### config.mk
export PLATFORM = sky130hd
export DESIGN_NAME = beat_tracking_agent_step_unit_flat
export DESIGN_NICKNAME = d
export VERILOG_FILES = /design/src/rtl/core/bta_pkg.sv /design/src/rtl/core/bta_in_if.sv /design/src/rtl/core/bta_out_if.sv /design/src/rtl/core/bta_div.sv /design/src/rtl/core/beat_tracking_agent_step_unit.sv /design/src/flat_wrapper.sv
export SDC_FILE = /design/constraint.sdc
export NUM_CORES = 2
export LEC_CHECK = 0
export BUFFER_PORTS_ARGS = -buffer_cell sky130_fd_sc_hd__buf_2
export CORE_MARGIN = 2
export CORE_UTILIZATION = 45
export CTS_CLUSTER_DIAMETER = 80
export DETAILED_ROUTE_END_ITERATION = 6
export PLACE_DENSITY = 0.59
export RECOVER_POWER = 100
export SETUP_SLACK_MARGIN = 0.15
export SYNTH_ARGS = -nofsm -noshare
export SYNTH_HDL_FRONTEND = slang
export SYNTH_SLANG_ARGS = --single-unit
export TNS_END_PERCENT = 30
### constraint.sdc
create_clock -name clk_i -period 30.1 [get_ports clk_i]
set_clock_uncertainty 0.2 [all_clocks]
set_input_delay 6.02 -clock clk_i [delete_from_list [all_inputs] [get_ports clk_i]]
set_output_delay 6.02 -clock clk_i [all_outputs]
set_load 0.03 [all_outputs]
### src/rtl/core/bta_pkg.sv
package bta_pkg;

  localparam int TimeBits  = 32;
  localparam int FracBits  = 16;
  localparam int IvBits    = 12 + FracBits;
  localparam int ScoreBits = 48;

  // shared divider: dividend wide enough for gap << frac plus rounding, and for score deltas
  localparam int DivDw = (TimeBits + FracBits + 1 > ScoreBits + 1) ?
                         (TimeBits + FracBits + 1) : (ScoreBits + 1);
  localparam int DivVw = IvBits;

  localparam int CfgIdxBits  = 3;
  localparam int CfgDataBits = 16;

  localparam logic [CfgIdxBits-1:0] CfgInitialInterval  = 3'd0;
  localparam logic [CfgIdxBits-1:0] CfgPreMargin        = 3'd1;
  localparam logic [CfgIdxBits-1:0] CfgPostMargin       = 3'd2;
  localparam logic [CfgIdxBits-1:0] CfgInnerMargin      = 3'd3;
  localparam logic [CfgIdxBits-1:0] CfgCorrectionDivisor = 3'd4;
  localparam logic [CfgIdxBits-1:0] CfgExpiryTicks      = 3'd5;
  localparam logic [CfgIdxBits-1:0] CfgDecayLimit       = 3'd6;

  localparam logic [11:0] RstInitialInterval   = 12'd512;
  localparam logic [11:0] RstPreMargin         = 12'd102;
  localparam logic [11:0] RstPostMargin        = 12'd205;
  localparam logic [11:0] RstInnerMargin       = 12'd41;
  localparam logic [7:0]  RstCorrectionDivisor = 8'd50;
  localparam logic [15:0] RstExpiryTicks       = 16'd5120;
  localparam logic [15:0] RstDecayLimit        = 16'd0;

  typedef struct packed {
    logic             start;
    logic [DivDw-1:0] dividend;
    logic [DivVw-1:0] divisor;
  } div_req_t;

  typedef struct packed {
    logic             busy;
    logic             done;
    logic [DivDw-1:0] quot;
    logic [DivVw-1:0] rem;
  } div_rsp_t;

endpackage

### src/rtl/core/bta_in_if.sv
interface bta_in_if;
  logic        valid;
  logic        ready;
  logic [31:0] onset_time;
  logic [15:0] salience;

  modport source (output valid, onset_time, salience, input ready);
  modport sink (input valid, onset_time, salience, output ready);
endinterface

### src/rtl/core/bta_out_if.sv
interface bta_out_if;
  logic               valid;
  logic               ready;
  logic               accepted;
  logic               expired;
  logic               clone_request;
  logic signed [23:0] beat_error;
  logic [27:0]        current_interval;
  logic [15:0]        beats_counted;
  logic signed [47:0] score;

  modport source (output valid, accepted, expired, clone_request, beat_error,
                  current_interval, beats_counted, score, input ready);
  modport sink (input valid, accepted, expired, clone_request, beat_error,
                current_interval, beats_counted, score, output ready);
endinterface

### src/rtl/core/bta_div.sv
module bta_div import bta_pkg::*; (
  input  logic     clk_i,
  input  logic     rst_ni,
  input  div_req_t req_i,
  output div_rsp_t rsp_o
);

  localparam int CntBits = $clog2(DivDw + 1);

  logic [CntBits-1:0] cnt_q, cnt_d;
  logic               busy_q, busy_d;
  logic               done_q, done_d;
  logic [DivDw-1:0]   quo_q, quo_d;
  logic [DivVw-1:0]   rem_q, rem_d;
  logic [DivVw-1:0]   dvs_q, dvs_d;
  logic [DivVw:0]     trial;
  logic [DivVw:0]     diff;
  logic               ge;

  // restoring division, one quotient bit per cycle; dividend shifts out as quotient shifts in
  always_comb begin
    trial  = {rem_q, quo_q[DivDw-1]};
    ge     = trial >= {1'b0, dvs_q};
    diff   = trial - {1'b0, dvs_q};
    cnt_d  = cnt_q;
    busy_d = busy_q;
    done_d = 1'b0;
    quo_d  = quo_q;
    rem_d  = rem_q;
    dvs_d  = dvs_q;
    if (req_i.start) begin
      busy_d = 1'b1;
      cnt_d  = CntBits'(DivDw);
      quo_d  = req_i.dividend;
      rem_d  = '0;
      dvs_d  = req_i.divisor;
    end else if (busy_q) begin
      quo_d = {quo_q[DivDw-2:0], ge};
      rem_d = ge ? diff[DivVw-1:0] : trial[DivVw-1:0];
      cnt_d = cnt_q - CntBits'(1);
      if (cnt_q == CntBits'(1)) begin
        busy_d = 1'b0;
        done_d = 1'b1;
      end
    end
  end

  always_ff @(posedge clk_i or negedge rst_ni) begin
    if (!rst_ni) begin
      cnt_q  <= '0;
      busy_q <= 1'b0;
      done_q <= 1'b0;
    end else begin
      cnt_q  <= cnt_d;
      busy_q <= busy_d;
      done_q <= done_d;
    end
  end

  always_ff @(posedge clk_i) begin
    quo_q <= quo_d;
    rem_q <= rem_d;
    dvs_q <= dvs_d;
  end

  assign rsp_o = '{busy: busy_q, done: done_q, quot: quo_q, rem: rem_q};

endmodule

### src/rtl/core/beat_tracking_agent_step_unit.sv
// channel   dir  transfer when        payload
// in_i      in   valid && ready       onset_time[31:0], salience[15:0]
// out_o     out  valid && ready       accepted, expired, clone_request, beat_error,
//                                     current_interval, beats_counted, score
// cfg       in   cfg_we_i             cfg_idx_i, cfg_data_i
//
// one event at a time; a bit-serial divider sets the time.
// dead, early, expired, zero-interval or out-of-window events are rejected; only the window test divides.
// first event: correction plus optional decayed score division.
// accepted beat: two to four divisions (window, correction, confidence unless the error
// or its margin is zero, decayed score when decay is on).
// a finished result sits in the output register; the next event is taken meanwhile.
// reset: asynchronous active low, config and agent state to defaults, agent not started.
module beat_tracking_agent_step_unit import bta_pkg::*; (
  input  logic                  clk_i,
  input  logic                  rst_ni,
  input  logic                  cfg_we_i,
  input  logic [CfgIdxBits-1:0] cfg_idx_i,
  input  logic [CfgDataBits-1:0] cfg_data_i,
  bta_in_if.sink                in_i,
  bta_out_if.source             out_o
);

  localparam logic [3:0] SIdle     = 4'd0;
  localparam logic [3:0] SCheck    = 4'd1;
  localparam logic [3:0] SDivIv    = 4'd2;
  localparam logic [3:0] SDivCorr  = 4'd3;
  localparam logic [3:0] SDivConf  = 4'd4;
  localparam logic [3:0] SMul      = 4'd5;
  localparam logic [3:0] SScore    = 4'd6;
  localparam logic [3:0] SDivScore = 4'd7;
  localparam logic [3:0] SOut      = 4'd8;

  localparam int EW = IvBits + 2;
  localparam int TermBits = FracBits + 9;
  localparam int SumBits = ScoreBits + 2;
  localparam logic [IvBits-1:0] IvMax = {IvBits{1'b1}};

  // configuration
  logic [11:0] init_iv_q, pre_q, post_q, inner_q;
  logic [7:0]  cdiv_q;
  logic [15:0] expiry_q, decay_q;

  // agent state
  logic [TimeBits-1:0]        last_beat_q, last_beat_d;
  logic [IvBits-1:0]          interval_q, interval_d;
  logic [15:0]                beat_total_q, beat_total_d;
  logic signed [ScoreBits-1:0] score_q, score_d;
  logic                       started_q, started_d;
  logic                       dead_q, dead_d;

  // per-event work registers
  logic [3:0]                 state_q, state_d;
  logic [TimeBits-1:0]        onset_q, onset_d;
  logic [15:0]                sal_q, sal_d;
  logic signed [IvBits:0]     err_q, err_d;
  logic [IvBits-1:0]          aerr_q, aerr_d;
  logic                       acc_q, acc_d;
  logic                       clone_q, clone_d;
  logic signed [23:0]         ticks_q, ticks_d;
  logic [FracBits:0]          conf_q, conf_d;
  logic [TermBits-1:0]        term_q, term_d;
  logic                       dneg_q, dneg_d;

  // output register
  logic                       ovalid_q, ovalid_d;
  logic                       oacc_q, oexp_q, oclone_q;
  logic signed [23:0]         oerr_q;
  logic [27:0]                oiv_q;
  logic [15:0]                obeats_q;
  logic signed [ScoreBits-1:0] oscore_q;
  logic                       oload;

  div_req_t div_req;
  div_rsp_t div_rsp;

  bta_div u_div (
    .clk_i  (clk_i),
    .rst_ni (rst_ni),
    .req_i  (div_req),
    .rsp_o  (div_rsp)
  );

  function automatic logic signed [ScoreBits-1:0] sat_score(input logic signed [SumBits-1:0] v);
    logic signed [SumBits-1:0] hi;
    logic signed [SumBits-1:0] lo;
    hi = SumBits'({1'b0, {(ScoreBits-1){1'b1}}});
    lo = -hi - SumBits'(1);
    if (v > hi) begin
      sat_score = hi[ScoreBits-1:0];
    end else if (v < lo) begin
      sat_score = lo[ScoreBits-1:0];
    end else begin
      sat_score = v[ScoreBits-1:0];
    end
  endfunction

  logic [TimeBits-1:0]        gap;
  logic [DivDw-1:0]           q_rnd;
  logic [IvBits:0]            r2;
  logic                       rnd_up;
  logic signed [IvBits:0]     err_rnd;
  logic signed [EW-1:0]       err_x, pre_x, post_x, half_x, t_x;
  logic [IvBits:0]            aerr_w;
  logic [16:0]                bsum;
  logic [15:0]                bsat;
  logic signed [EW:0]         cand;
  logic signed [EW+1:0]       dev;
  logic [EW+1:0]              adev;
  logic [EW+4:0]              dev5;
  logic [IvBits-1:0]          init_fx;
  logic [11:0]                margin;
  logic [FracBits+16:0]       prod;
  logic [15:0]                m_sel;
  logic signed [ScoreBits:0]  sdiff;
  logic [ScoreBits:0]         asdiff;
  logic signed [SumBits-1:0]  ssum;
  logic [ScoreBits:0]         qs;

  always_comb begin
    gap     = onset_q - last_beat_q;
    r2      = {div_rsp.rem, 1'b0};
    rnd_up  = (r2 > {1'b0, interval_q}) || ((r2 == {1'b0, interval_q}) && div_rsp.quot[0]);
    q_rnd   = div_rsp.quot + DivDw'(rnd_up);
    err_rnd = rnd_up ? ($signed({1'b0, div_rsp.rem}) - $signed({1'b0, interval_q}))
                     : $signed({1'b0, div_rsp.rem});
    err_x   = EW'(err_rnd);
    pre_x   = $signed({2'b00, pre_q, {FracBits{1'b0}}});
    post_x  = $signed({2'b00, post_q, {FracBits{1'b0}}});
    half_x  = $signed(EW'(1) << (FracBits - 1));
    t_x     = err_x + half_x;
    aerr_w  = err_rnd[IvBits] ? (IvBits+1)'(0) - err_rnd : err_rnd;
    bsum    = {1'b0, beat_total_q} + {1'b0, q_rnd[15:0]};
    bsat    = (bsum[16] || (|q_rnd[DivDw-1:16])) ? 16'hFFFF : bsum[15:0];

    init_fx = {init_iv_q, {FracBits{1'b0}}};
    cand    = err_q[IvBits] ?
              $signed({3'b000, interval_q}) - $signed({3'b000, div_rsp.quot[IvBits-1:0]}) :
              $signed({3'b000, interval_q}) + $signed({3'b000, div_rsp.quot[IvBits-1:0]});
    dev     = $signed({4'b0000, init_fx}) - (EW+2)'(cand);
    adev    = dev[EW+1] ? (EW+2)'(0) - dev : dev;
    dev5    = (EW+5)'({adev, 2'b00}) + (EW+5)'(adev);
    margin  = (!err_q[IvBits]) ? post_q : pre_q;

    prod    = (FracBits+17)'(conf_q) * (FracBits+17)'(sal_q);

    m_sel   = (beat_total_q == 16'd0) ? 16'd1 :
              (beat_total_q > decay_q) ? decay_q : beat_total_q;
    sdiff   = (ScoreBits+1)'(signed'({1'b0, term_q})) - (ScoreBits+1)'(score_q);
    asdiff  = sdiff[ScoreBits] ? (ScoreBits+1)'(0) - sdiff : sdiff;
    qs      = div_rsp.quot[ScoreBits:0];
    ssum    = '0;

    div_req      = '0;
    state_d      = state_q;
    onset_d      = onset_q;
    sal_d        = sal_q;
    err_d        = err_q;
    aerr_d       = aerr_q;
    acc_d        = acc_q;
    clone_d      = clone_q;
    ticks_d      = ticks_q;
    conf_d       = conf_q;
    term_d       = term_q;
    dneg_d       = dneg_q;
    last_beat_d  = last_beat_q;
    interval_d   = interval_q;
    beat_total_d = beat_total_q;
    score_d      = score_q;
    started_d    = started_q;
    dead_d       = dead_q;
    oload        = 1'b0;

    unique case (state_q)
      SIdle: begin
        if (in_i.valid) begin
          onset_d = TimeBits'(in_i.onset_time);
          sal_d   = in_i.salience;
          acc_d   = 1'b0;
          clone_d = 1'b0;
          ticks_d = '0;
          state_d = SCheck;
        end
      end
      SCheck: begin
        priority if (dead_q) begin
          state_d = SOut;
        end else if (!started_q) begin
          started_d    = 1'b1;
          acc_d        = 1'b1;
          err_d        = '0;
          aerr_d       = '0;
          last_beat_d  = onset_q;
          beat_total_d = (beat_total_q == 16'hFFFF) ? beat_total_q : beat_total_q + 16'd1;
          div_req.start    = 1'b1;
          div_req.dividend = '0;
          div_req.divisor  = DivVw'(cdiv_q == 8'd0 ? 8'd1 : cdiv_q);
          state_d      = SDivCorr;
        end else if (onset_q < last_beat_q) begin
          state_d = SOut;
        end else if (gap > TimeBits'(expiry_q)) begin
          dead_d  = 1'b1;
          score_d = -(ScoreBits'(1) << FracBits);
          state_d = SOut;
        end else if (interval_q == '0) begin
          state_d = SOut;
        end else begin
          div_req.start    = 1'b1;
          div_req.dividend = DivDw'({gap, {FracBits{1'b0}}});
          div_req.divisor  = interval_q;
          state_d          = SDivIv;
        end
      end
      SDivIv: begin
        if (div_rsp.done) begin
          if ((q_rnd != '0) && (err_x >= -pre_x) && (err_x <= post_x)) begin
            acc_d        = 1'b1;
            err_d        = err_rnd;
            aerr_d       = aerr_w[IvBits-1:0];
            ticks_d      = 24'(t_x >>> FracBits);
            clone_d      = aerr_w[IvBits-1:0] > {inner_q, {FracBits{1'b0}}};
            last_beat_d  = onset_q;
            beat_total_d = bsat;
            div_req.start    = 1'b1;
            div_req.dividend = DivDw'(aerr_w[IvBits-1:0]);
            div_req.divisor  = DivVw'(cdiv_q == 8'd0 ? 8'd1 : cdiv_q);
            state_d      = SDivCorr;
          end else begin
            state_d = SOut;
          end
        end
      end
      SDivCorr: begin
        if (div_rsp.done) begin
          if (dev5 < (EW+5)'(init_fx)) begin
            if (cand < 0) begin
              interval_d = '0;
            end else if (cand > $signed((EW+1)'(IvMax))) begin
              interval_d = IvMax;
            end else begin
              interval_d = cand[IvBits-1:0];
            end
          end
          if ((aerr_q == '0) || (margin == 12'd0)) begin
            conf_d  = (FracBits+1)'(1) << FracBits;
            state_d = SMul;
          end else begin
            div_req.start    = 1'b1;
            div_req.dividend = DivDw'(aerr_q);
            div_req.divisor  = DivVw'({margin, 1'b0});
            state_d          = SDivConf;
          end
        end
      end
      SDivConf: begin
        if (div_rsp.done) begin
          conf_d  = ((FracBits+1)'(1) << FracBits) - div_rsp.quot[FracBits:0];
          state_d = SMul;
        end
      end
      SMul: begin
        term_d  = prod[FracBits+16:8];
        state_d = SScore;
      end
      SScore: begin
        if (decay_q == 16'd0) begin
          ssum    = SumBits'(score_q) + SumBits'(signed'({1'b0, term_q}));
          score_d = sat_score(ssum);
          state_d = SOut;
        end else begin
          dneg_d           = sdiff[ScoreBits];
          div_req.start    = 1'b1;
          div_req.dividend = DivDw'(asdiff);
          div_req.divisor  = DivVw'(m_sel);
          state_d          = SDivScore;
        end
      end
      SDivScore: begin
        if (div_rsp.done) begin
          ssum = dneg_q ? SumBits'(score_q) - $signed(SumBits'(qs))
                        : SumBits'(score_q) + $signed(SumBits'(qs));
          score_d = sat_score(ssum);
          state_d = SOut;
        end
      end
      SOut: begin
        if (!ovalid_q || out_o.ready) begin
          oload   = 1'b1;
          state_d = SIdle;
        end
      end
      default: state_d = SIdle;
    endcase

    ovalid_d = oload ? 1'b1 : (ovalid_q && !out_o.ready);
  end

  always_ff @(posedge clk_i or negedge rst_ni) begin
    if (!rst_ni) begin
      init_iv_q <= RstInitialInterval;
      pre_q     <= RstPreMargin;
      post_q    <= RstPostMargin;
      inner_q   <= RstInnerMargin;
      cdiv_q    <= RstCorrectionDivisor;
      expiry_q  <= RstExpiryTicks;
      decay_q   <= RstDecayLimit;
    end else if (cfg_we_i) begin
      unique case (cfg_idx_i)
        CfgInitialInterval:   init_iv_q <= cfg_data_i[11:0];
        CfgPreMargin:         pre_q     <= cfg_data_i[11:0];
        CfgPostMargin:        post_q    <= cfg_data_i[11:0];
        CfgInnerMargin:       inner_q   <= cfg_data_i[11:0];
        CfgCorrectionDivisor: cdiv_q    <= cfg_data_i[7:0];
        CfgExpiryTicks:       expiry_q  <= cfg_data_i;
        CfgDecayLimit:        decay_q   <= cfg_data_i;
        default: ;
      endcase
    end
  end

  always_ff @(posedge clk_i or negedge rst_ni) begin
    if (!rst_ni) begin
      state_q      <= SIdle;
      last_beat_q  <= '0;
      interval_q   <= {RstInitialInterval, {FracBits{1'b0}}};
      beat_total_q <= '0;
      score_q      <= '0;
      started_q    <= 1'b0;
      dead_q       <= 1'b0;
      ovalid_q     <= 1'b0;
    end else begin
      state_q      <= state_d;
      last_beat_q  <= last_beat_d;
      interval_q   <= interval_d;
      beat_total_q <= beat_total_d;
      score_q      <= score_d;
      started_q    <= started_d;
      dead_q       <= dead_d;
      ovalid_q     <= ovalid_d;
    end
  end

  always_ff @(posedge clk_i) begin
    onset_q <= onset_d;
    sal_q   <= sal_d;
    err_q   <= err_d;
    aerr_q  <= aerr_d;
    acc_q   <= acc_d;
    clone_q <= clone_d;
    ticks_q <= ticks_d;
    conf_q  <= conf_d;
    term_q  <= term_d;
    dneg_q  <= dneg_d;
    if (oload) begin
      oacc_q   <= acc_q;
      oexp_q   <= dead_q;
      oclone_q <= clone_q;
      oerr_q   <= ticks_q;
      oiv_q    <= 28'(interval_q);
      obeats_q <= beat_total_q;
      oscore_q <= score_q;
    end
  end

  assign in_i.ready             = (state_q == SIdle);
  assign out_o.valid            = ovalid_q;
  assign out_o.accepted         = oacc_q;
  assign out_o.expired          = oexp_q;
  assign out_o.clone_request    = oclone_q;
  assign out_o.beat_error       = oerr_q;
  assign out_o.current_interval = oiv_q;
  assign out_o.beats_counted    = obeats_q;
  assign out_o.score            = oscore_q;

  a_clone_needs_accept: assert property (@(posedge clk_i) disable iff (!rst_ni)
    out_o.valid && out_o.clone_request |-> out_o.accepted)
    else $error("clone request on a rejected event");

  a_dead_not_accepted: assert property (@(posedge clk_i) disable iff (!rst_ni)
    out_o.valid |-> !(out_o.accepted && out_o.expired))
    else $error("expired agent accepted a beat");

  a_dead_sticks: assert property (@(posedge clk_i) disable iff (!rst_ni)
    dead_q |=> dead_q)
    else $error("dead agent came back");

  a_div_start_idle: assert property (@(posedge clk_i) disable iff (!rst_ni)
    div_req.start |-> !div_rsp.busy)
    else $error("divider restarted while busy");

endmodule
### src/flat_wrapper.sv
// flat-port wrapper written by rule: the top's interface ports become plain ports
module beat_tracking_agent_step_unit_flat import bta_pkg::*;
  (clk_i, rst_ni, cfg_we_i, cfg_idx_i, cfg_data_i, in_i_valid, in_i_onset_time, in_i_salience, in_i_ready, out_o_valid, out_o_accepted, out_o_expired, out_o_clone_request, out_o_beat_error, out_o_current_interval, out_o_beats_counted, out_o_score, out_o_ready);
  bta_in_if in_i_i ();
  bta_out_if out_o_i ();
  input  logic clk_i;
  input  logic rst_ni;
  input  logic cfg_we_i;
  input  logic [CfgIdxBits-1:0] cfg_idx_i;
  input  logic [CfgDataBits-1:0] cfg_data_i;
  input wire logic [$bits(in_i_i.valid)-1:0] in_i_valid;
  input wire logic [$bits(in_i_i.onset_time)-1:0] in_i_onset_time;
  input wire logic [$bits(in_i_i.salience)-1:0] in_i_salience;
  output wire logic [$bits(in_i_i.ready)-1:0] in_i_ready;
  output wire logic [$bits(out_o_i.valid)-1:0] out_o_valid;
  output wire logic [$bits(out_o_i.accepted)-1:0] out_o_accepted;
  output wire logic [$bits(out_o_i.expired)-1:0] out_o_expired;
  output wire logic [$bits(out_o_i.clone_request)-1:0] out_o_clone_request;
  output wire logic [$bits(out_o_i.beat_error)-1:0] out_o_beat_error;
  output wire logic [$bits(out_o_i.current_interval)-1:0] out_o_current_interval;
  output wire logic [$bits(out_o_i.beats_counted)-1:0] out_o_beats_counted;
  output wire logic [$bits(out_o_i.score)-1:0] out_o_score;
  input wire logic [$bits(out_o_i.ready)-1:0] out_o_ready;
  assign in_i_i.valid = in_i_valid;
  assign in_i_i.onset_time = in_i_onset_time;
  assign in_i_i.salience = in_i_salience;
  assign in_i_ready = in_i_i.ready;
  assign out_o_valid = out_o_i.valid;
  assign out_o_accepted = out_o_i.accepted;
  assign out_o_expired = out_o_i.expired;
  assign out_o_clone_request = out_o_i.clone_request;
  assign out_o_beat_error = out_o_i.beat_error;
  assign out_o_current_interval = out_o_i.current_interval;
  assign out_o_beats_counted = out_o_i.beats_counted;
  assign out_o_score = out_o_i.score;
  assign out_o_i.ready = out_o_ready;
  beat_tracking_agent_step_unit u_core (.clk_i(clk_i), .rst_ni(rst_ni), .cfg_we_i(cfg_we_i), .cfg_idx_i(cfg_idx_i), .cfg_data_i(cfg_data_i), .in_i(in_i_i), .out_o(out_o_i));
endmodule
==> flow_summary.ini <==
[die]
design.die.area_sq_mm = 0.126
initial_core_util_pct = 45.4
core_sq_mm = 0.122
ioPinCount = 193
die_y_um = 354
std_cell_rows = 128
die_x_um = 354

[status]
violations = capacitance limit, slew limit
status = complete, but fails checks

[power_and_ir_drop]
totalPowerFinal_mw = 2.23
p_leak_nw = 25.4
pwr_density_cell_mw_per_mm2 = 37.1
ir_drop_v = 0.0000462

[job]
cap_violations = 25

[routing]
drc = 0
wire_per_inst_um = 23.6
first_iter_violations = 4977
viasPerCell = 5.96
postRouteAntennaNets = 0
vias = 47898
postRouteWirelength_um = 190000
dr.pass1.iters = 7

[logic_synthesis]
synth_cells = 6298
synth_warnings = 0
async_reset_ff_share_pct = 39.3
synth_top_area_share_pct = 17.5
yosysTopAreaCell = edfxtp_1
yosysSeqAreaShare_pct = 28.8
synth_area_per_cell_sq_um = 8.77
synthFlopType = edfxtp_1
netlist_area_sq_mm = 0.0552
synth.distinct_cells = 104
synth_edf_count = 322
synth_area_leaders = edfxtp_1, ha_1, dfrtp_1
synth.ff_latch_count = 577
syn_nets = 7111

[placement]
dpl.hpwl_um = 146000
gp_congestion = 0.983
placedCellCount = 7902
io_buffers = 192

[setup_path]
crit_path_end_kind = flop
worstSetupPathType = reg2reg
crit_path_frequent_cell = clkbuf_1
cp.required_ps = 30310
slowest_delay_ps = 2060
ff2ff_setup_slack_ps = 10910
worstSetupStartpointType = flop
arrival_ps = 19410
cpMaxStageDelayCell = clkinvlp_2
path_max_fanout = 73

[clock_network]
cts_sinks = 577
holdBufCountCts = 0
cts_tree = built
numCtsBuffers = 75
clock-root-buffer = clkbuf_16
cts_setup_buffers = 0
ctsResizeCount = 0
clk_pin_slew_ps = 60
ctsLongestPathBuffers = 3
cts_max_level = 3
worstSkewPairLatency_ps = 710

[cells_and_area]
regArea_sq_mm = 0.0159
syn_to_final_growth_pct = 8.65
fin_cells = 8043
finalNetCount = 7167
drive_gt1_share_pct = 5.91
fillers = 11778
multi_input_area_sq_mm = 0.0360
final_common_cell = inv_1
final_cell_mix = inv_1, nand2_1, ha_1, nor2_1, a21oi_1

[grt]
grt_pass1_wl_um = 286000
gr-total-overflow = 0
first_global_vias = 45103
grt.total_usage_pct = 29.7
antenna_found_initial = 8
grt_max_degree = 81

[timing]
tightestPinTransition_ps = 4760
hold_violations = 0
fin_tns_setup_ps = 0
min_period_ps = 19190
fmax_mhz = 52.1
post-route-period-util_pct = 63.8
report.final.slew_viol_count = 1037
worst_slew_margin_rel_pct = -218
rsz0062_at_grt = false
finalSetupViolations = 0

[min_path]
min_path_type = reg2reg
layer usage:
| layer | global-route usage [%] | up-vias | wire length, um |
|---|---|---|---|
| met5 | 0 | - | 13 |
| met4 | 11.3 | 2 | 8060 |
| met3 | 5.05 | 322 | 14800 |
| met2 | 44.1 | 1898 | 80700 |
| met1 | 42.9 | 23273 | 86000 |
| li1 | - | 22403 | - |
Yosys cell counts (47+ instances only):
library cell and count:
o21a_1 67, a31oi_1 71, nor2_1 506, nor2b_1 73, xnor2_1 340, edfxtp_1 322, fa_1 216, clkbuf_1 253
nand3_1 114, and2_1 144, and3_1 58, a21oi_1 416, inv_1 605, nand4_1 69, o21ai_0 318, nor4_1 89
nor3_1 155, dfrtp_1 208, mux2i_1 65, a211oi_1 60, xor2_1 112, o22ai_1 47, a21o_1 107, nand2_1 554
mux2_2 82, nand2b_1 75, ha_1 525
final timing paths:
kind / from / depth (start not counted) / endpoint
max in group asynchronous: rst_ni / 3 / u_core.last_beat_q[23]
setup reg to reg: u_core.interval_q[1] / 36 / u_core.u_div.quo_q[0]
hold / removal: u_core.ticks_q[1] / 0 / u_core.out_o.beat_error[1]
min in group asynchronous: rst_ni / 1 / u_core.score_q[25]
setup / recovery: u_core.interval_q[1] / 36 / u_core.u_div.quo_q[0]
hold reg to reg: u_core.ticks_q[1] / 0 / u_core.out_o.beat_error[1]
state kept, by name, summed over array words and instances (netlist names), 16 cells and up:
name	cells
u_core.onset_q	32
u_core.decay_q	16
u_core.aerr_q	27
u_core.out_o.score	48
u_core.u_div.quo_q	49
u_core.term_q	25
u_core.interval_q	28
u_core.out_o.beats_counted	16
u_core.beat_total_q	16
u_core.last_beat_q	32
u_core.out_o.current_interval	28
u_core.sal_q	16
u_core.u_div.rem_q	28
u_core.u_div.dvs_q	28
u_core.score_q	48
u_core.expiry_q	16
u_core.conf_q	17
kinds of logic (layout without fill, tap and decap cells):
family	after synthesis	after routing	share of synthesized area, %
mux	169	169	3.30
compound gates	1477	1477	17.2
other cells	1	3	0.00679
simple gates	1990	1990	17.5
buf+inv	890	1008	6.16
xor+xnor	453	453	7.20
flops	577	577	28.8
fa+ha+maj	741	741	19.7
power by group:
part / total [mW] / switching [mW] / internal, mW
Combinational: 0.387 / 0.226 / 0.160
Sequential: 0.882 / 0.0229 / 0.859
Clock: 0.960 / 0.389 / 0.571
Total: 2.23 / 0.638 / 1.59
worst max-delay path, delay by kind of cell, from the launching register on:
family,cells,cell delay (ps)
buf+inv,9,7480
fa+ha+maj,2,730
simple gates,16,6580
flops,1,620
compound gates,9,3160
stage by stage:
step | hold WS (ps) | util [%] | area, sq um | setup slack, ps
finish | 217 | 49.3 | 60000 | 10910
CTS | 218 | 49.6 | 60400 | 16880
detailed placement | 205 | 47.5 | 57800 | 16990
floorplan | 200 | - | 55200 | 18700
global route | 221 | 49.3 | 60000 | 10100
global placement | 204 | 47.5 | 57800 | 17010
cell type report:
type,instances,area share [%]
Sequential cell,577,26.6
Multi-Input combinational cell,4831,59.9
Antenna cell,2,0.00834
Timing Repair Buffer,260,1.98
Inverter,609,3.81
Tap cell,1625,3.39
Clock buffer,100,3.49
Clock inverter,39,0.819
Power figures use the tool's default switching activity.
